<file path="config.mk">
export PLATFORM = sky130hd
export DESIGN_NAME = csi_sequence_parser_flat
export DESIGN_NICKNAME = d
export VERILOG_FILES = /design/src/hw/rtl/csi_pkg.sv /design/src/hw/rtl/csi_if.sv /design/src/hw/rtl/csi_sequence_parser.sv /design/src/hw/rtl/csi_decode.sv /design/src/hw/rtl/csi_result_queue.sv /design/src/flat_wrapper.sv
export SDC_FILE = /design/constraint.sdc
export NUM_CORES = 1
export LEC_CHECK = 0
export BUFFER_PORTS_ARGS = -buffer_cell sky130_fd_sc_hd__buf_4
export CELL_PAD_IN_SITES_DETAIL_PLACEMENT = 2
export CELL_PAD_IN_SITES_GLOBAL_PLACEMENT = 2
export CORE_UTILIZATION = 45
export DETAILED_ROUTE_END_ITERATION = 6
export PLACE_DENSITY = 0.82
export REMOVE_ABC_BUFFERS = 1
export SETUP_SLACK_MARGIN = 0.3
export SLEW_MARGIN = 20
export SYNTH_ARGS = -nofsm -noshare
export SYNTH_HDL_FRONTEND = slang
export SYNTH_HIERARCHICAL = 1
export SYNTH_SLANG_ARGS = --single-unit
</file>
<file path="constraint.sdc">
create_clock -name clk_i -period 8.8 [get_ports clk_i]
set_input_delay 0.88 -clock clk_i [delete_from_list [all_inputs] [get_ports clk_i]]
set_output_delay 0.88 -clock clk_i [all_outputs]
set_load 0.05 [all_outputs]
</file>
<file path="src/hw/rtl/csi_pkg.sv">
// Package for the control sequence parser: result types, character codes
// and result queue sizing. No dependencies.
package csi_pkg;

  localparam logic [7:0] CH_ZERO   = 8'h30;
  localparam logic [7:0] CH_NINE   = 8'h39;
  localparam logic [7:0] CH_COLON  = 8'h3A;
  localparam logic [7:0] CH_SEMI   = 8'h3B;
  localparam logic [7:0] MARK_LO   = 8'h3C;
  localparam logic [7:0] MARK_HI   = 8'h3F;
  localparam logic [7:0] INTER_LO  = 8'h20;
  localparam logic [7:0] INTER_HI  = 8'h2F;
  localparam logic [7:0] FINAL_LO  = 8'h40;
  localparam logic [7:0] FINAL_HI  = 8'h7F;

  localparam logic KIND_ELEMENT = 1'b0;
  localparam logic KIND_COMMAND = 1'b1;

  localparam int QDEPTH = 4;
  localparam int QAW    = 2;

  typedef struct packed {
    logic        item_kind;
    logic [3:0]  param_index;
    logic [2:0]  sub_index;
    logic [15:0] param_value;
    logic        param_absent;
    logic [6:0]  final_byte;
    logic [7:0]  marker_byte;
    logic [7:0]  intermediate_byte;
    logic [4:0]  param_count;
    logic        last;
  } result_t;

  typedef struct packed {
    logic [1:0] count;
    result_t    first;
    result_t    second;
  } push_t;

endpackage

</file>
<file path="src/hw/rtl/csi_if.sv">
// Valid/ready channel interfaces for the parser's input bytes and results.
// No dependencies.
interface csi_in_if;
  logic       valid;
  logic       ready;
  logic [7:0] data_byte;
  logic       start_of_sequence;

  modport source (output valid, output data_byte, output start_of_sequence, input ready);
  modport sink (input valid, input data_byte, input start_of_sequence, output ready);
endinterface

interface csi_out_if;
  logic        valid;
  logic        ready;
  logic        item_kind;
  logic [3:0]  param_index;
  logic [2:0]  sub_index;
  logic [15:0] param_value;
  logic        param_absent;
  logic [6:0]  final_byte;
  logic [7:0]  marker_byte;
  logic [7:0]  intermediate_byte;
  logic [4:0]  param_count;
  logic        last;

  modport source (output valid, output item_kind, output param_index, output sub_index,
                  output param_value, output param_absent, output final_byte,
                  output marker_byte, output intermediate_byte, output param_count,
                  output last, input ready);
  modport sink (input valid, input item_kind, input param_index, input sub_index,
                input param_value, input param_absent, input final_byte,
                input marker_byte, input intermediate_byte, input param_count,
                input last, output ready);
endinterface

</file>
<file path="src/hw/rtl/csi_sequence_parser.sv">
// Top level of the control sequence parser: input byte register, decode and
// result queue. Depends on csi_pkg, csi_if, csi_decode and csi_result_queue.
//
// The parser takes one byte of a control sequence body per beat and can accept
// a byte in every cycle while the result queue has room. An accepted byte is
// held in an input register and decoded from it once the queue has room for
// two results; its results are then written into the four-entry result queue,
// from whose head the first of them is taken at the output. Most bytes give
// zero or one result; a final byte that also closes a pending parameter within
// the subparameter limit gives two, which leave on consecutive output beats.
// The input side keeps accepting as long as the queue has room for two
// results, so a byte stream runs at one byte per cycle while the output drains
// at least as many results as are produced.
module csi_sequence_parser #(
  parameter int MAX_PARAMS    = 16,
  parameter int VALUE_BITS    = 16,
  parameter int MAX_SUBPARAMS = 4
) (
  input  logic       clk_i,
  input  logic       rst_ni,
  csi_in_if.sink     in_i,
  csi_out_if.source  out_o
);
  import csi_pkg::*;

  logic       in_vld_q;
  logic [7:0] in_byte_q;
  logic       in_sos_q;
  logic       room;
  logic       advance;
  push_t      push;
  result_t    head;

  assign advance    = in_vld_q && room;
  assign in_i.ready = !in_vld_q || room;

  always_ff @(posedge clk_i or negedge rst_ni) begin
    if (!rst_ni) begin
      in_vld_q <= 1'b0;
    end else if (in_i.valid && in_i.ready) begin
      in_vld_q <= 1'b1;
    end else if (advance) begin
      in_vld_q <= 1'b0;
    end
  end

  always_ff @(posedge clk_i) begin
    if (in_i.valid && in_i.ready) begin
      in_byte_q <= in_i.data_byte;
      in_sos_q  <= in_i.start_of_sequence;
    end
  end

  csi_decode #(
    .MAX_PARAMS    (MAX_PARAMS),
    .VALUE_BITS    (VALUE_BITS),
    .MAX_SUBPARAMS (MAX_SUBPARAMS)
  ) u_decode (
    .clk_i   (clk_i),
    .rst_ni  (rst_ni),
    .valid_i (advance),
    .byte_i  (in_byte_q),
    .sos_i   (in_sos_q),
    .push_o  (push)
  );

  csi_result_queue u_queue (
    .clk_i   (clk_i),
    .rst_ni  (rst_ni),
    .push_i  (push),
    .pop_i   (out_o.ready),
    .valid_o (out_o.valid),
    .head_o  (head),
    .room_o  (room)
  );

  assign out_o.item_kind         = head.item_kind;
  assign out_o.param_index       = head.param_index;
  assign out_o.sub_index         = head.sub_index;
  assign out_o.param_value       = head.param_value;
  assign out_o.param_absent      = head.param_absent;
  assign out_o.final_byte        = head.final_byte;
  assign out_o.marker_byte       = head.marker_byte;
  assign out_o.intermediate_byte = head.intermediate_byte;
  assign out_o.param_count       = head.param_count;
  assign out_o.last              = head.last;

endmodule

</file>
<file path="src/hw/rtl/csi_decode.sv">
// Parse state and per-byte decode: turns one registered byte into zero, one
// or two results. Depends on csi_pkg.
module csi_decode #(
  parameter int MAX_PARAMS    = 16,
  parameter int VALUE_BITS    = 16,
  parameter int MAX_SUBPARAMS = 4
) (
  input  logic            clk_i,
  input  logic            rst_ni,
  input  logic            valid_i,
  input  logic [7:0]      byte_i,
  input  logic            sos_i,
  output csi_pkg::push_t  push_o
);
  import csi_pkg::*;

  localparam int PCW = $clog2(MAX_PARAMS + 1);
  localparam int SCW = $clog2(MAX_SUBPARAMS + 2);
  localparam logic [VALUE_BITS-1:0] VMAX = {VALUE_BITS{1'b1}};

  logic                  in_seq_q, in_seq_d;
  logic                  first_q, first_d;
  logic [PCW-1:0]        pcnt_q, pcnt_d;
  logic [SCW-1:0]        scnt_q, scnt_d;
  logic [VALUE_BITS-1:0] acc_q, acc_d;
  logic                  digits_q, digits_d;
  logic                  closed_q, closed_d;
  logic [7:0]            marker_q, marker_d;
  logic [7:0]            inter_q, inter_d;

  always_ff @(posedge clk_i or negedge rst_ni) begin
    if (!rst_ni) begin
      in_seq_q <= 1'b0;
      first_q  <= 1'b0;
      pcnt_q   <= '0;
      scnt_q   <= '0;
      acc_q    <= '0;
      digits_q <= 1'b0;
      closed_q <= 1'b0;
      marker_q <= '0;
      inter_q  <= '0;
    end else begin
      in_seq_q <= in_seq_d;
      first_q  <= first_d;
      pcnt_q   <= pcnt_d;
      scnt_q   <= scnt_d;
      acc_q    <= acc_d;
      digits_q <= digits_d;
      closed_q <= closed_d;
      marker_q <= marker_d;
      inter_q  <= inter_d;
    end
  end

  always_comb begin
    logic                  cur_first;
    logic [PCW-1:0]        cur_pcnt;
    logic [SCW-1:0]        cur_scnt;
    logic [VALUE_BITS-1:0] cur_acc;
    logic                  present;
    logic                  sub_ok;
    logic [PCW:0]          pcnt_inc;
    logic [VALUE_BITS+3:0] prod;
    logic [31:0]           pidx_ext;
    logic [31:0]           sidx_ext;
    logic [31:0]           acc_ext;
    logic [31:0]           cnt_ext;
    logic                  is_final;
    result_t               elem;
    result_t               cmd;

    in_seq_d = in_seq_q;
    first_d  = first_q;
    pcnt_d   = pcnt_q;
    scnt_d   = scnt_q;
    acc_d    = acc_q;
    digits_d = digits_q;
    closed_d = closed_q;
    marker_d = marker_q;
    inter_d  = inter_q;
    push_o   = '0;
    elem     = '0;
    cmd      = '0;
    cnt_ext  = '0;

    if (valid_i && sos_i) begin
      in_seq_d = 1'b1;
      first_d  = 1'b1;
      pcnt_d   = '0;
      scnt_d   = '0;
      acc_d    = '0;
      digits_d = 1'b0;
      closed_d = 1'b0;
      marker_d = '0;
      inter_d  = '0;
    end

    cur_first = first_d;
    cur_pcnt  = pcnt_d;
    cur_scnt  = scnt_d;
    cur_acc   = acc_d;
    present   = digits_d || (scnt_d != '0);
    sub_ok    = (32'(cur_scnt) <= 32'(MAX_SUBPARAMS));
    pcnt_inc  = {1'b0, cur_pcnt} + (PCW+1)'(1);
    prod      = ({4'b0, cur_acc} << 3) + ({4'b0, cur_acc} << 1)
                + (VALUE_BITS+4)'(byte_i[3:0]);
    is_final  = (byte_i >= FINAL_LO) && (byte_i <= FINAL_HI);

    pidx_ext = 32'(cur_pcnt);
    sidx_ext = 32'(cur_scnt);
    acc_ext  = 32'(cur_acc);

    elem.item_kind    = KIND_ELEMENT;
    elem.param_index  = pidx_ext[3:0];
    elem.sub_index    = sidx_ext[2:0];
    elem.param_absent = (byte_i == CH_SEMI) && !present;
    elem.param_value  = elem.param_absent ? 16'd0 : acc_ext[15:0];

    if (valid_i && in_seq_d) begin
      first_d = 1'b0;
      if (is_final) begin
        cmd.item_kind         = KIND_COMMAND;
        cmd.final_byte        = byte_i[6:0];
        cmd.marker_byte       = marker_d;
        cmd.intermediate_byte = inter_d;
        cmd.last              = 1'b1;
        if (!closed_d && present) begin
          cnt_ext = 32'(pcnt_inc);
        end else begin
          cnt_ext = 32'(cur_pcnt);
        end
        cmd.param_count = cnt_ext[4:0];
        if (!closed_d && present && sub_ok) begin
          push_o.count  = 2'd2;
          push_o.first  = elem;
          push_o.second = cmd;
        end else begin
          push_o.count = 2'd1;
          push_o.first = cmd;
        end
        in_seq_d = 1'b0;
        pcnt_d   = '0;
        scnt_d   = '0;
        acc_d    = '0;
        digits_d = 1'b0;
        closed_d = 1'b0;
        marker_d = '0;
        inter_d  = '0;
      end else if (cur_first && (byte_i >= MARK_LO) && (byte_i <= MARK_HI)) begin
        marker_d = byte_i;
      end else if (!closed_d) begin
        if ((byte_i >= CH_ZERO) && (byte_i <= CH_NINE)) begin
          if (prod > {4'b0, VMAX}) begin
            acc_d = VMAX;
          end else begin
            acc_d = prod[VALUE_BITS-1:0];
          end
          digits_d = 1'b1;
        end else if (byte_i == CH_COLON) begin
          if (sub_ok) begin
            push_o.count = 2'd1;
            push_o.first = elem;
            scnt_d       = cur_scnt + SCW'(1);
          end
          acc_d    = '0;
          digits_d = 1'b0;
        end else if (byte_i == CH_SEMI) begin
          if (!present || sub_ok) begin
            push_o.count = 2'd1;
            push_o.first = elem;
          end
          acc_d    = '0;
          digits_d = 1'b0;
          scnt_d   = '0;
          pcnt_d   = pcnt_inc[PCW-1:0];
          if (32'(pcnt_inc) >= 32'(MAX_PARAMS)) begin
            closed_d = 1'b1;
          end
        end else if ((byte_i >= INTER_LO) && (byte_i <= INTER_HI)) begin
          inter_d  = byte_i;
          closed_d = 1'b1;
        end
      end
    end
  end

`ifndef SYNTHESIS
  // A two-result beat is always an element followed by the closing command.
  assert property (@(posedge clk_i) disable iff (!rst_ni)
    push_o.count == 2'd2 |-> push_o.first.item_kind == KIND_ELEMENT
                          && push_o.second.item_kind == KIND_COMMAND)
    else $error("two results not ordered element then command");
  // After a command the parser is outside any sequence.
  assert property (@(posedge clk_i) disable iff (!rst_ni)
    (push_o.count != 2'd0 && push_o.first.last) || push_o.count == 2'd2
      |=> !in_seq_q)
    else $error("sequence still open after command");
  // The parameter count never passes its limit.
  assert property (@(posedge clk_i) disable iff (!rst_ni)
    32'(pcnt_q) <= 32'(MAX_PARAMS))
    else $error("parameter count beyond limit");
`endif

endmodule

</file>
<file path="src/hw/rtl/csi_result_queue.sv">
// Four-entry result queue that takes up to two results a cycle and hands
// out one per beat. Depends on csi_pkg.
module csi_result_queue (
  input  logic             clk_i,
  input  logic             rst_ni,
  input  csi_pkg::push_t   push_i,
  input  logic             pop_i,
  output logic             valid_o,
  output csi_pkg::result_t head_o,
  output logic             room_o
);
  import csi_pkg::*;

  result_t        mem_q [QDEPTH];
  logic [QAW-1:0] rd_q, rd_d;
  logic [QAW-1:0] wr_q, wr_d;
  logic [QAW:0]   count_q, count_d;
  logic           pop;

  assign valid_o = (count_q != '0);
  assign head_o  = mem_q[rd_q];
  assign room_o  = (32'(count_q) <= QDEPTH - 2);
  assign pop     = valid_o && pop_i;

  always_comb begin
    rd_d    = pop ? rd_q + QAW'(1) : rd_q;
    wr_d    = wr_q + QAW'(push_i.count);
    count_d = count_q + (QAW+1)'(push_i.count) - (QAW+1)'(pop);
  end

  always_ff @(posedge clk_i or negedge rst_ni) begin
    if (!rst_ni) begin
      rd_q    <= '0;
      wr_q    <= '0;
      count_q <= '0;
    end else begin
      rd_q    <= rd_d;
      wr_q    <= wr_d;
      count_q <= count_d;
    end
  end

  always_ff @(posedge clk_i) begin
    if (push_i.count != 2'd0) begin
      mem_q[wr_q] <= push_i.first;
    end
    if (push_i.count == 2'd2) begin
      mem_q[wr_q + QAW'(1)] <= push_i.second;
    end
  end

`ifndef SYNTHESIS
  assert property (@(posedge clk_i) disable iff (!rst_ni)
    32'(count_q) <= QDEPTH)
    else $error("result queue count beyond depth");
  assert property (@(posedge clk_i) disable iff (!rst_ni)
    32'(count_q) + 32'(push_i.count) <= QDEPTH + 32'(pop))
    else $error("result queue overflow");
  assert property (@(posedge clk_i) disable iff (!rst_ni)
    pop && push_i.count == 2'd0 |=> count_q == $past(count_q) - (QAW+1)'(1))
    else $error("result queue count lost a beat");
`endif

endmodule

</file>
<file path="src/flat_wrapper.sv">
// flat-port wrapper written by rule: the top's interface ports become plain ports
module csi_sequence_parser_flat import csi_pkg::*;
#(
  parameter int MAX_PARAMS    = 16,
  parameter int VALUE_BITS    = 16,
  parameter int MAX_SUBPARAMS = 4
)
  (clk_i, rst_ni, in_i_valid, in_i_data_byte, in_i_start_of_sequence, in_i_ready, out_o_valid, out_o_item_kind, out_o_param_index, out_o_sub_index, out_o_param_value, out_o_param_absent, out_o_final_byte, out_o_marker_byte, out_o_intermediate_byte, out_o_param_count, out_o_last, out_o_ready);
  csi_in_if in_i_i ();
  csi_out_if out_o_i ();
  input  logic clk_i;
  input  logic rst_ni;
  input wire logic [$bits(in_i_i.valid)-1:0] in_i_valid;
  input wire logic [$bits(in_i_i.data_byte)-1:0] in_i_data_byte;
  input wire logic [$bits(in_i_i.start_of_sequence)-1:0] in_i_start_of_sequence;
  output wire logic [$bits(in_i_i.ready)-1:0] in_i_ready;
  output wire logic [$bits(out_o_i.valid)-1:0] out_o_valid;
  output wire logic [$bits(out_o_i.item_kind)-1:0] out_o_item_kind;
  output wire logic [$bits(out_o_i.param_index)-1:0] out_o_param_index;
  output wire logic [$bits(out_o_i.sub_index)-1:0] out_o_sub_index;
  output wire logic [$bits(out_o_i.param_value)-1:0] out_o_param_value;
  output wire logic [$bits(out_o_i.param_absent)-1:0] out_o_param_absent;
  output wire logic [$bits(out_o_i.final_byte)-1:0] out_o_final_byte;
  output wire logic [$bits(out_o_i.marker_byte)-1:0] out_o_marker_byte;
  output wire logic [$bits(out_o_i.intermediate_byte)-1:0] out_o_intermediate_byte;
  output wire logic [$bits(out_o_i.param_count)-1:0] out_o_param_count;
  output wire logic [$bits(out_o_i.last)-1:0] out_o_last;
  input wire logic [$bits(out_o_i.ready)-1:0] out_o_ready;
  assign in_i_i.valid = in_i_valid;
  assign in_i_i.data_byte = in_i_data_byte;
  assign in_i_i.start_of_sequence = in_i_start_of_sequence;
  assign in_i_ready = in_i_i.ready;
  assign out_o_valid = out_o_i.valid;
  assign out_o_item_kind = out_o_i.item_kind;
  assign out_o_param_index = out_o_i.param_index;
  assign out_o_sub_index = out_o_i.sub_index;
  assign out_o_param_value = out_o_i.param_value;
  assign out_o_param_absent = out_o_i.param_absent;
  assign out_o_final_byte = out_o_i.final_byte;
  assign out_o_marker_byte = out_o_i.marker_byte;
  assign out_o_intermediate_byte = out_o_i.intermediate_byte;
  assign out_o_param_count = out_o_i.param_count;
  assign out_o_last = out_o_i.last;
  assign out_o_i.ready = out_o_ready;
  csi_sequence_parser #(.MAX_PARAMS(MAX_PARAMS), .VALUE_BITS(VALUE_BITS), .MAX_SUBPARAMS(MAX_SUBPARAMS)) u_core (.clk_i(clk_i), .rst_ni(rst_ni), .in_i(in_i_i), .out_o(out_o_i));
endmodule
</file>
### Word level (Yosys, flattened, before mapping)

Memories as Yosys holds them, arrays and structs flattened.
Index checks and enable logic that the tools add are counted.

| word-level totals | value |
|---|---|
| memories kept | 1 |
| output and inout bits | 56 |
| memory bits (writable) | 216 |
| register bits after elaboration | 61 |

| operators by class | value |
|---|---|
| muxes and demuxes | 82 |
| reductions and logical operators | 23 |
| add/subtract/negate cells | 9 |
| equal/unequal tests | 3 |
| order comparisons | 12 |

Memory list:

| name | words | bits a word | rd ports | clocked after memory_dff | wr ports | RTL line | source |
|---|---|---|---|---|---|---|---|
| u_core.u_queue.mem_q | 4 | 54 | 1 | 0 | 2 | csi_result_queue.sv:14 | `result_t mem_q [QDEPTH];` |

Operators with widths:

| kind | count |
|---|---|
| 56-bit two-way mux | 6 |
| 55-bit two-way mux | 3 |
| 16-bit two-way mux | 10 |
| 110-bit two-way mux | 1 |
| 54-bit two-way mux | 2 |
| 8-bit two-way mux | 13 |
| 5-bit two-way mux | 9 |
| 1-bit two-way mux | 29 |
| 3-bit two-way mux | 9 |
| 8-bit by 6-bit >= comparator with 1-bit output (second input constant) | 3 |
| 8-bit by 6-bit <= comparator with 1-bit output (second input constant) | 3 |
| 19-bit by 17-bit adder with 20-bit output | 1 |
| 20-bit by 4-bit adder with 20-bit output | 1 |
| 20-bit by 16-bit > comparator with 1-bit output (second input constant) | 1 |
| 8-bit by 6-bit equality test with 1-bit output (second input constant) | 2 |
| 1-bit logical AND | 13 |
| 8-bit by 7-bit >= comparator with 1-bit output (second input constant) | 1 |
| 8-bit by 7-bit <= comparator with 1-bit output (second input constant) | 1 |
| 5-bit by 1-bit adder with 6-bit output (second input constant) | 1 |
| 6-bit by 5-bit >= comparator with 1-bit output (second input constant) | 1 |
| 3-bit nonzero test | 2 |
| 2-bit by 1-bit adder with 2-bit output (second input constant) | 2 |
| 2-bit nonzero test | 2 |
| 3-bit by 1-bit adder with 3-bit output (second input constant) | 1 |
| 8 further kinds | 12 |

### Logic depth before layout (Yosys ltp)

Gate-level depths: netlist of the first run.

| depth | value |
|---|---|
| depth in word-level cells | 20 |
| depth in mapped cells | 20 |
| mapped depth without buffers | 15 |

### By module

Netlist of the first run, hierarchy kept.

By module, submodules not included:

| module | times used | cells an instance | area each (sq um) |
|---|---|---|---|
| csi_result_queue | 1 | 563 | 11267.1 |
| csi_decode | 1 | 570 | 4270.3 |
| csi_sequence_parser | 1 | 14 | 330.3 |

### Worst setup path before layout of the first run

Ideal clock, no wire load.

| timing | value |
|---|---|
| kind | reg2reg |
| from | reg u_core.u_queue.count_q[1] |
| to | mem u_core/u_queue/mem_q[0][0] (netlist name), enable pin |
| required time | 8.254 ns |
| setup time | 0.546 ns |
| period minus slack after synthesis | 7.517 ns |
| data arrival time | 6.971 ns |
| path slack | 1.283 ns |
| cell stages (with the launch flop) | 18 |
| cell sequence | dfrtp_1 a21oi_1 and2_1 nand2_1 buf_2 buf_1 nand2_1 ha_1 o21ai_1 nand2_1 nor2_1 nand2_1 clkbuf_1 inv_1 buf_4 clkbuf_2 nor2_1 o31ai_1 |

RTL lines:

| element | RTL line | source |
|---|---|---|
| start, declared | csi_result_queue.sv:17 | `logic [QAW:0] count_q, count_d;` |
| start signal, assigned | csi_result_queue.sv:39 | `count_q <= count_d;` |
| end, declared | csi_result_queue.sv:14 |  |

==> flow_summary_export.csv, run 1 <==
group,metric,value,unit
die,dieArea,36000,um^2
clock_network,cts_hold_buffers,0,
synth,synth_xor_xnor_area_share,1.49,%
clock_network,cts_buffers,34,
setup_path,cp.arrival,6.04,ns
timing,finalClockSkew,0.0221,ns
synth,synth_compound_area_share,5.88,%
die,die_h,190,um
clock_network,clock_sinks,277,
clock_network,htreeDepth,2,
die,rows,68,
global_route,grt_max_degree,55,
power_and_ir_drop,cellPowerDensity,278,nW/um^2
route,vias,10200,
synth,synth_cells,1147,
power_and_ir_drop,p_leak,0.00700,uW
outcome,outcome,"finished clean",
timing,fin_setup_tns,0,ns
route,drtAntennaViolNets,0,
synth,ys_types,73,
die,fp.coreArea,34600,um^2
clock_network,ctsRootBufferMaster,"clkbuf_16",
clock_network,clkTransAtPathRegs,0.05,ns
setup_path,worst_r2r_endpoint,"u_core/u_queue/mem_q[3][49]",
synth,muxShareOfSynthArea,25.4,%
clock_network,cts_buffer_depth,3,
finish,fin_nets,1250,
synth,synth_top_family_by_area,"multiplexers",
timing,max_slew.worst_pin.slew,1.12,ns
setup_path,cp.required,9.05,ns
clock_network,postCtsSetupBuffers,0,
synth,synth.area.top_cells,"edfxtp_1 43%, mux2_4 9.4%, dfrtp_1 8.2%",
synth,seq_area_frac_synth,50.8,%
die,io_pins,69,
synth,ys_ff_latch,277,
route,drc,0,
route,post_drt_wl_per_cell,28.4,um
setup_path,endpoint_kind,"flop",
synth,synth_async_sr_flop_share,18.8,%
global_route,grt_usage,27.0,%
synth,mappedNetlistArea,15900,um^2
synth,avgSynthCellArea,13.8,um^2
clock_network,cts_resized,0,
die,initial_core_util,45.8,%
placed_design,place_congestion,0.841,
global_route,overflow,0,
timing,hold_violations,0,
die,die_w,190,um
timing,timing.slew.headroom,25.1,%
placed_design,dp_slack,3.18,ns
timing,fmax,173,MHz
synth,synth_edf_count,225,
route,first_iter_violations,602,
setup_path,path_max_fanout,38,
timing,holdWs,0.451,ns
global_route,antenna_found_initial,0,
route,drtPass1Iterations,5,
timing,rsz0062_at_grt,"false",
synth,synth-simple-area-share,8.28,%
finish,finalCoreUtilization,51.1,%
setup_path,r2r_start,"u_core/u_queue/count_q[1]",
synth,synthAdderAreaFrac,3.33,%
finish,syn2layout_area_growth,11.5,%
placed_design,dp_hpwl,30.2,mm
setup_path,rr_worst_depth,14,
setup_path,regToRegSetupSlack,3.01,ns
timing,fin_crit,5.79,ns
finish,n_fill_cell,3205,
timing,maxSlewViolCount,0,
synth,synth_ff_type,"edfxtp_1",
clock_network,clk_latency,0.52,ns
synth,yosysTopAreaCellShare,42.6,%
finish,diodes,0,
finish,layout-drive-gt1-share,32.6,%
min_path,worstHoldPathType,"input port to async pin",
run,drv_cap,0,
global_route,grt_first_pass_wirelength,72.9,mm
setup_path,critPathKind,"flop to flop",
setup_path,cp-start-kind,"flop",
clock_network,cts_tree,"built",
route,wl,47.7,mm
synth,yosysWarnings,6,
timing,fin_crit_sh,65.8,%
synth,yosysTopAreaCell,"edfxtp_1",
synth,synth_most_common_cell,"edfxtp_1",
global_route,grt_pass1_vias,11500,
timing,setup_ws,3.01,ns
timing,setup_viol,0,
route,vias_per_cell,6.08,
synth,ys_top_cells_by_count,"225 x edfxtp_1, 99 x mux2_4, 94 x nor2_1",
power_and_ir_drop,ir_drop,0.000205,V
placed_design,portBuffers,68,
state kept, by name, summed over array words and instances, names as in the netlist, 2 cells and up:
| name | cells |
|---|---|
| u_core/u_decode/inter_q | 8 |
| u_core/u_decode/acc_q | 16 |
| u_core/u_queue/rd_q | 2 |
| u_core/u_queue/wr_q | 2 |
| u_core/in_byte_q | 8 |
| u_core/u_decode/pcnt_q | 5 |
| u_core/u_queue/count_q | 3 |
| u_core/u_queue/mem_q | 216 |
| u_core/u_decode/scnt_q | 3 |
| u_core/u_decode/marker_q | 8 |
cell usage in the layout (no fill, tap or decap), drive strengths merged, types with 12 or more instances in the layout:
cell type	n
nand3	16
xnor2	17
edfxtp	225
mux4	54
and3	21
o21ai	15
mux2	216
nand2	77
conb	24
nor3	12
ha	39
a21oi	52
dfrtp	52
clkbuf	47
nor2	94
inv	33
buf	83
where the power goes:
group / internal, uW / switching, uW / total, uW
clock network: 851 / 549 / 1400
registers: 1540 / 128 / 1670
logic: 614 / 1230 / 1840
worst max-delay path: stages (launching register included):
cell and delay [ns]:
dfrtp_1 0.40, a21oi_1 0.11, and2_1 0.24, nand2_2 0.63, nand2_1 0.27, ha_1 0.33
o21ai_1 0.23, nand2_1 0.19, nor2_1 0.43, nand2_1 0.11, buf_4 0.26, inv_1 0.39
and4bb_4 0.98, buf_4 0.52, mux2_2 0.39
stage by stage:
stage	area [um^2]	power [uW]	instances
4_1_cts	17700	4950	1676
3_3_place_gp	16600	3480	1615
2_1_floorplan	15300	2920	1077
3_5_place_dp	16600	3530	1615
5_1_grt	17700	5090	1676
6_report	17700	4910	1676
area by class of cell:
| cell class | count | area (um^2) | share of cell area (%) |
|---|---|---|---|
| timing repair buffer | 83 | 636 | 3.59 |
| tap | 455 | 569 | 3.22 |
| inverter | 31 | 116 | 0.658 |
| multi-input combinational | 769 | 7200 | 40.7 |
| sequential | 277 | 8060 | 45.6 |
| clock buffer | 47 | 920 | 5.20 |
| clock inverter | 14 | 183 | 1.03 |
worst max-delay path by stage:
stage | from | end | slack [ns] | cells past startpoint
2_1_floorplan | u_core/u_queue/count_q[1] | u_core/u_queue/mem_q[0][0] | 0.37 | 12
3_3_place_gp | u_core/u_queue/count_q[1] | u_core/u_queue/mem_q[3][52] | 3.49 | 14
3_5_place_dp | u_core/u_queue/count_q[0] | u_core/u_queue/mem_q[3][51] | 3.18 | 14
4_1_cts | u_core/u_queue/count_q[1] | u_core/u_queue/mem_q[3][49] | 3.04 | 14
5_1_grt | u_core/u_queue/count_q[1] | u_core/u_queue/mem_q[3][49] | 2.67 | 14
6_report | u_core/u_queue/count_q[1] | u_core/u_queue/mem_q[3][49] | 3.01 | 14
kinds of logic after synthesis:
family          after synthesis
mux                         271
other cells                   1
simple gates                267
flops                       277
xor+xnor                     27
fa+ha+maj                    41
compound gates              139
buf+inv                     124
routing by layer:
metal | vias up | track usage (%) | share of wire (%)
met1 | 5372 | 34.3 | 42
met3 | 91 | 3.89 | 4.6
met2 | 329 | 46.8 | 50
met4 | 0 | 10.1 | 3.3
met5 | - | 0 | 0
li1 | 4398 | - | -
(Power assumes the default switching activity.)
==> inputs of run 2 (changes only) <==
--- a/config.mk
+++ b/config.mk
@@ -5,12 +5,13 @@
 export SDC_FILE = /design/constraint.sdc
 export NUM_CORES = 1
 export LEC_CHECK = 0
+export ABC_AREA = 1
 export BUFFER_PORTS_ARGS = -buffer_cell sky130_fd_sc_hd__buf_4
 export CELL_PAD_IN_SITES_DETAIL_PLACEMENT = 2
 export CELL_PAD_IN_SITES_GLOBAL_PLACEMENT = 2
-export CORE_UTILIZATION = 45
+export CORE_UTILIZATION = 34
 export DETAILED_ROUTE_END_ITERATION = 6
-export PLACE_DENSITY = 0.82
+export PLACE_DENSITY = 0.79
 export REMOVE_ABC_BUFFERS = 1
 export SETUP_SLACK_MARGIN = 0.3
 export SLEW_MARGIN = 20
==> constraint.sdc (replaced) <==
create_clock -name clk_i -period 4.6 [get_ports clk_i]
set_input_delay 0.46 -clock clk_i [delete_from_list [all_inputs] [get_ports clk_i]]
set_output_delay 0.46 -clock clk_i [all_outputs]
set_load 0.05 [all_outputs]
==> run 2 against run 1 <==
Effect of this change:
- global-route usage shrank 2.0 points
- clock-buffer cell count grew 3
- sequential share of layout area shrank 3.3 points
- combinational power grew to 2.8 times the previous value
- cell count grew 74%
- design area grew 7.8%
- worst setup slack lost 2.4 ns
- routed wire length grew 30%
- maximum frequency grew 45%
- critical path depth grew 7
- largest cell class unchanged
==> flow_summary_export.csv, run 2 <==
group,metric,value,unit
power_and_ir_drop,power,11200,uW
clock_network,clock_sinks,277,
run,drv_cap,0,
route,drc,0,
timing,setup_viol,0,
die,die_w,226,um
clock_network,cts_buffers,35,
setup_path,cp.required,5.00,ns
finish,reg.largest.list,"u_core/u_queue/mem_q x216, u_core/u_decode/acc_q x16",
synth,ys_ff_latch,277,
min_path,worstHoldPathType,"input port to async pin",
clock_network,cts_tree,"built",
power_and_ir_drop,p_leak,0.00902,uW
clock_network,postCtsSetupBuffers,0,
finish,largest-register,"u_core/u_queue/mem_q",
timing,timing.slew.headroom,25.7,%
placed_design,dp_hpwl,40.5,mm
die,rows,81,
outcome,outcome,"finished clean",
finish,largest_reg_flops,216,
global_route,grt_first_pass_wirelength,97.7,mm
timing,fmax,250,MHz
clock_network,cts_buffer_depth,3,
route,vias_per_cell,5.24,
synth,ys_top_cells_by_count,"902 x nand2_1, 225 x edfxtp_1, 210 x nor2_1",
finish,final_cell_area,19100,um^2
die,fp.coreArea,49200,um^2
synth,synth_async_sr_flop_share,18.8,%
global_route,antenna_found_initial,0,
timing,setup_ws,0.594,ns
timing,finalClockSkew,0.0178,ns
clock_network,htreeDepth,2,
clock_network,cts_resized,0,
timing,fin_setup_tns,0,ns
finish,layout-drive-gt1-share,9.96,%
synth,synth_cells,2208,
global_route,grt_pass1_vias,17000,
die,initial_core_util,34.7,%
synth,synth_most_common_cell,"nand2_1",
setup_path,crit_buf_inv,7,
finish,syn2layout_area_growth,11.9,%
finish,diodes,0,
die,die_h,226,um
die,io_pins,69,
route,first_iter_violations,805,
setup_path,endpoint_kind,"flop",
setup_path,critPathMaxStageDelay,0.51,ns
timing,maxSlewViolCount,0,
placed_design,place_congestion,0.854,
setup_path,cpMaxStageDelayCell,"buf_6",
setup_path,crit_start,"u_core/u_queue/count_q[2]",
setup_path,path_max_fanout,54,
timing,max_slew.worst_pin.slew,1.10,ns
power_and_ir_drop,ir_drop,0.000291,V
setup_path,cpMostUsedCell,"nand2_1",
setup_path,crit_chain,"a21oi_1 > nand2_1 > inv_1 > nand2_2 > inv_2 > nor2_1 > inv_1 > ha_1 > nand3_2 > nand2_2 > nor2_1 > inv_2 > nor2_1 > nor3_1 > inv_1 > nand2_1 > inv_4 > nand2_2 > buf_6 > nand2_1 > nand2_1",
synth,avgSynthCellArea,7.72,um^2
synth,synth_ff_type,"edfxtp_1",
finish,fin_nets,2288,
global_route,overflow,0,
route,post_drt_wl_per_cell,21.2,um
global_route,grt_max_degree,91,
clock_network,clk_latency,0.55,ns
timing,hold_violations,0,
synth,synth.area.top_cells,"edfxtp_1 40%, nand2_1 20%, dfrtp_1 7.6%",
synth,yosysTopAreaCell,"edfxtp_1",
clock_network,clkTransAtPathRegs,0.06,ns
timing,rsz0062_at_grt,"false",
route,drtPass1Iterations,5,
finish,mostFrequentLayoutCells,"897 x nand2_1, 225 x edfxtp_1, 209 x nor2_1, 191 x nand3_1, 156 x inv_1",
die,dieArea,51000,um^2
clock_network,ctsRootBufferMaster,"clkbuf_16",
setup_path,critPathKind,"flop to flop",
synth,yosysWarnings,6,
global_route,grt_usage,25.0,%
setup_path,regToRegSetupSlack,0.59,ns
synth,ys_types,49,
synth,seq_area_frac_synth,47.3,%
setup_path,r2r_start,"u_core/u_queue/count_q[2]",
synth,synth_edf_count,225,
placed_design,portBuffers,68,
setup_path,cp.arrival,4.41,ns
finish,finalCoreUtilization,38.8,%
timing,fin_crit,4.01,ns
synth,mappedNetlistArea,17000,um^2
placed_design,dpl_cell_area,17900,um^2
synth,yosysTopAreaCellShare,39.7,%
route,wl,62.1,mm
power_and_ir_drop,cellPowerDensity,588,nW/um^2
clock_network,cts_hold_buffers,0,
finish,final_common_cell,"nand2_1",
timing,fin_crit_sh,87.1,%
route,drtAntennaViolNets,0,
setup_path,cp_top_family,"simple AND/OR/NAND/NOR gates",
placed_design,dp_slack,0.592,ns
setup_path,cp-start-kind,"flop",
route,vias,15300,
## run 2: cell families (layout without fill, tap and decap cells)
logic type,Yosys count,in the layout,synth area share (%)
buffers and inverters,318,347,9.53
and+or+nand+nor,1364,1364,33.2
xor gates and xnor gates,16,16,0.822
AOI/OAI and AO/OA,191,191,6.03
adders and majority gates,41,41,3.10
DFF,277,277,47.3
other,1,24,0.0220
## run 2: path summary, 6_finish.rpt
path	endpoint	cells past startpoint
max	u_core/u_queue/mem_q[3][22]	21
min	u_core/u_queue/rd_q[1]	1
max reg2reg	u_core/u_queue/mem_q[3][22]	21
min reg2reg	u_core/u_queue/rd_q[1]	2
max in group asynchronous	u_core/u_queue/rd_q[0]	1
min in group clk_i	u_core/in_byte_q[1]	1
## run 2: power breakdown
| group | internal (uW) | total (uW) | switching [uW] |
|---|---|---|---|
| Combinational | 1280 | 5190 | 3910 |
| Sequential | 2980 | 3180 | 203 |
| Clock | 1700 | 2840 | 1140 |
## run 2: per-stage QoR
stage / std cells / hold WS, ns
after CTS: 2924 / 0.0113
after global placement: 2861 / 0.483
final: 2924 / 0.000827
after global routing: 2924 / 0.0398
after detailed placement: 2861 / 0.507
after floorplan: 2091 / 0.164
## run 2: metal layers
metal,global-route usage (%),up-vias,wire length (um)
met5,0,-,0
met4,7.64,0,1440
met3,2.77,100,2280
met2,44.6,306,31400
met1,31.5,7824,27000
li1,-,7103,-
## run 2: final cells by class
type / instances / area (um^2)
Fill cell: 5604 / 30100
Timing Repair Buffer: 106 / 873
Clock buffer: 50 / 1050
Sequential cell: 277 / 8060
Clock inverter: 13 / 111
Tap cell: 664 / 831
Multi-Input combinational cell: 1636 / 7470
Inverter: 178 / 674
==> inputs of run 3 (changes only) <==
--- a/config.mk
+++ b/config.mk
@@ -6,7 +6,7 @@
 export NUM_CORES = 1
 export LEC_CHECK = 0
 export ABC_AREA = 1
-export BUFFER_PORTS_ARGS = -buffer_cell sky130_fd_sc_hd__buf_4
+export BUFFER_PORTS_ARGS = -buffer_cell sky130_fd_sc_hd__clkbuf_2
 export CELL_PAD_IN_SITES_DETAIL_PLACEMENT = 2
 export CELL_PAD_IN_SITES_GLOBAL_PLACEMENT = 2
 export CORE_UTILIZATION = 34
==> run 3 against run 2 <==
Effect of this change:
- clock power is 9.2% lower
- cell count up 0.24%
- design area decreased by 0.92%
- clock skew up 0.0026 ns
- total power decreased by 4.3%
- sequential power barely moved
- sequential share of layout area up 0.39 points
- maximum frequency grew 2.2%
==> flow_summary_export.csv, run 3 (synthesis results as in run 2) <==
group,metric,value,unit
outcome,outcome,"finished clean",
global_route,grt_max_degree,100,
global_route,grt_pass1_vias,17100,
route,vias_per_cell,5.21,
global_route,antenna_found_initial,0,
setup_path,cp.arrival,4.33,ns
global_route,overflow,0,
global_route,grt_usage,25.0,%
timing,setup_viol,0,
clock_network,cts_buffers,35,
setup_path,cp-start-kind,"flop",
setup_path,path_max_fanout,24,
die,rows,81,
clock_network,cts_buffer_depth,3,
finish,diodes,0,
finish,final_common_cell,"nand2_1",
timing,hold_violations,0,
global_route,grt_first_pass_wirelength,97.8,mm
timing,finalClockSkew,0.0203,ns
timing,holdWs,0.0874,ns
route,first_iter_violations,693,
die,fp.coreArea,49200,um^2
setup_path,crit_buf_inv,7,
finish,largest_reg_flops,216,
finish,syn2layout_area_growth,10.9,%
setup_path,critPathMaxStageDelay,0.40,ns
route,vias,15300,
timing,rsz0062_at_grt,"false",
timing,timing.slew.headroom,29.8,%
power_and_ir_drop,ir_drop,0.000282,V
placed_design,dpl_cell_area,17800,um^2
finish,fin_nets,2297,
placed_design,portBuffers,68,
timing,max_slew.worst_pin.slew,1.05,ns
finish,final_cell_area,18900,um^2
setup_path,cp.required,5.01,ns
placed_design,place_congestion,0.857,
clock_network,clock_sinks,277,
placed_design,dp_hpwl,41.1,mm
route,drtAntennaViolNets,0,
clock_network,ctsRootBufferMaster,"clkbuf_16",
setup_path,cp_top_family,"simple AND/OR/NAND/NOR gates",
route,wl,62.2,mm
setup_path,critPathKind,"flop to flop",
min_path,worstHoldPathType,"input port to flop",
finish,largest-register,"u_core/u_queue/mem_q",
finish,finalCoreUtilization,38.4,%
clock_network,htreeDepth,2,
finish,reg.largest.list,"u_core/u_queue/mem_q x216, u_core/u_decode/acc_q x16",
timing,maxSlewViolCount,0,
route,drtPass1Iterations,5,
die,io_pins,69,
power_and_ir_drop,cellPowerDensity,568,nW/um^2
finish,layout-drive-gt1-share,10.2,%
timing,fin_crit_sh,85.2,%
timing,fin_setup_tns,0,ns
die,die_h,226,um
timing,fin_crit,3.92,ns
setup_path,crit_chain,"a21oi_1 > nand2_1 > inv_1 > nand2_2 > inv_2 > nor2_1 > inv_1 > ha_1 > nand3_2 > nand2_2 > nor2_1 > inv_2 > nor2_1 > nor3_2 > inv_1 > nand2_1 > inv_4 > nand2_4 > buf_4 > nand2_1 > nand2_1",
clock_network,clkTransAtPathRegs,0.06,ns
setup_path,cpMostUsedCell,"nand2_1",
run,drv_cap,0,
clock_network,clk_latency,0.55,ns
finish,mostFrequentLayoutCells,"898 x nand2_1, 225 x edfxtp_1, 209 x nor2_1, 191 x nand3_1, 156 x inv_1",
setup_path,endpoint_kind,"flop",
die,initial_core_util,34.7,%
clock_network,cts_tree,"built",
route,drc,0,
die,dieArea,51000,um^2
die,die_w,226,um
timing,fmax,255,MHz
power_and_ir_drop,p_leak,0.00897,uW
route,post_drt_wl_per_cell,21.2,um
setup_path,cpMaxStageDelayCell,"dfrtp_1",
[run 3: area by class of cell]
class	instances	area [um^2]
clock buffers	51	986
clock inverters	10	53.8
fillers	5739	30300
inverters	178	674
multi-input cells	1636	7470
flip-flops and latches	277	8060
well taps	664	831
repair buffers	115	816
[run 3: worst register-to-register path: stages (launching register included)]
cell	delay, ns
dfrtp_1	0.40
a21oi_1	0.18
nand2_1	0.07
inv_1	0.10
nand2_2	0.22
inv_2	0.19
nor2_1	0.08
inv_1	0.11
ha_1	0.23
nand3_2	0.16
nand2_2	0.22
nor2_1	0.08
inv_2	0.13
nor2_1	0.08
nor3_2	0.20
inv_1	0.12
nand2_1	0.18
inv_4	0.09
nand2_4	0.32
buf_4	0.39
nand2_1	0.12
nand2_1	0.09
[run 3: path summary, 6_finish.rpt]
kind	startpoint	cells past startpoint	slack (ns)	to
max	u_core/u_queue/count_q[2]	21	0.68	u_core/u_queue/mem_q[1][26]
min	in_i_data_byte[1]	1	0.09	u_core/in_byte_q[1]
max reg2reg	u_core/u_queue/count_q[2]	21	0.68	u_core/u_queue/mem_q[1][26]
min reg2reg	u_core/u_queue/rd_q[1]	2	0.51	u_core/u_queue/rd_q[1]
max in group asynchronous	rst_ni	3	3.39	u_core/u_decode/scnt_q[0]
min in group asynchronous	rst_ni	2	0.26	u_core/u_queue/rd_q[0]
[run 3: power breakdown]
group          internal [uW]  switching, uW  total, uW
logic                   1060           3930       4990
clock network           1480           1100       2580
registers               2980            187       3170
total                   5520           5210      10700
[run 3: timing repair]
| action | 4_1_cts | 5_1_grt |
|---|---|---|
| endpoints found under the hold margin | 3 | 0 |
| setup endpoints to repair | 0 | 155 |
| resized for setup | 0 | 3 |
| setup buffers | 0 | 0 |
| hold buffers | 1 | 0 |
[run 3: through the flow]
stage	total power, uW	setup slack (ns)	std cells
2_1_floorplan	6470	-2.07	2091
3_5_place_dp	8220	0.425	2868
3_3_place_gp	8030	0.759	2868
5_1_grt	11300	0.275	2931
6_report	10700	0.679	2931
4_1_cts	10800	0.387	2930
[run 3: per-layer routing]
metal / share of wire (%) / global-route usage [%] / vias up
met5: 0 / 0 / -
met3: 2.7 / 2.65 / 95
met2: 51 / 44.9 / 221
met4: 2.3 / 7.33 / 0
li1: - / - / 7112
met1: 44 / 31.5 / 7848
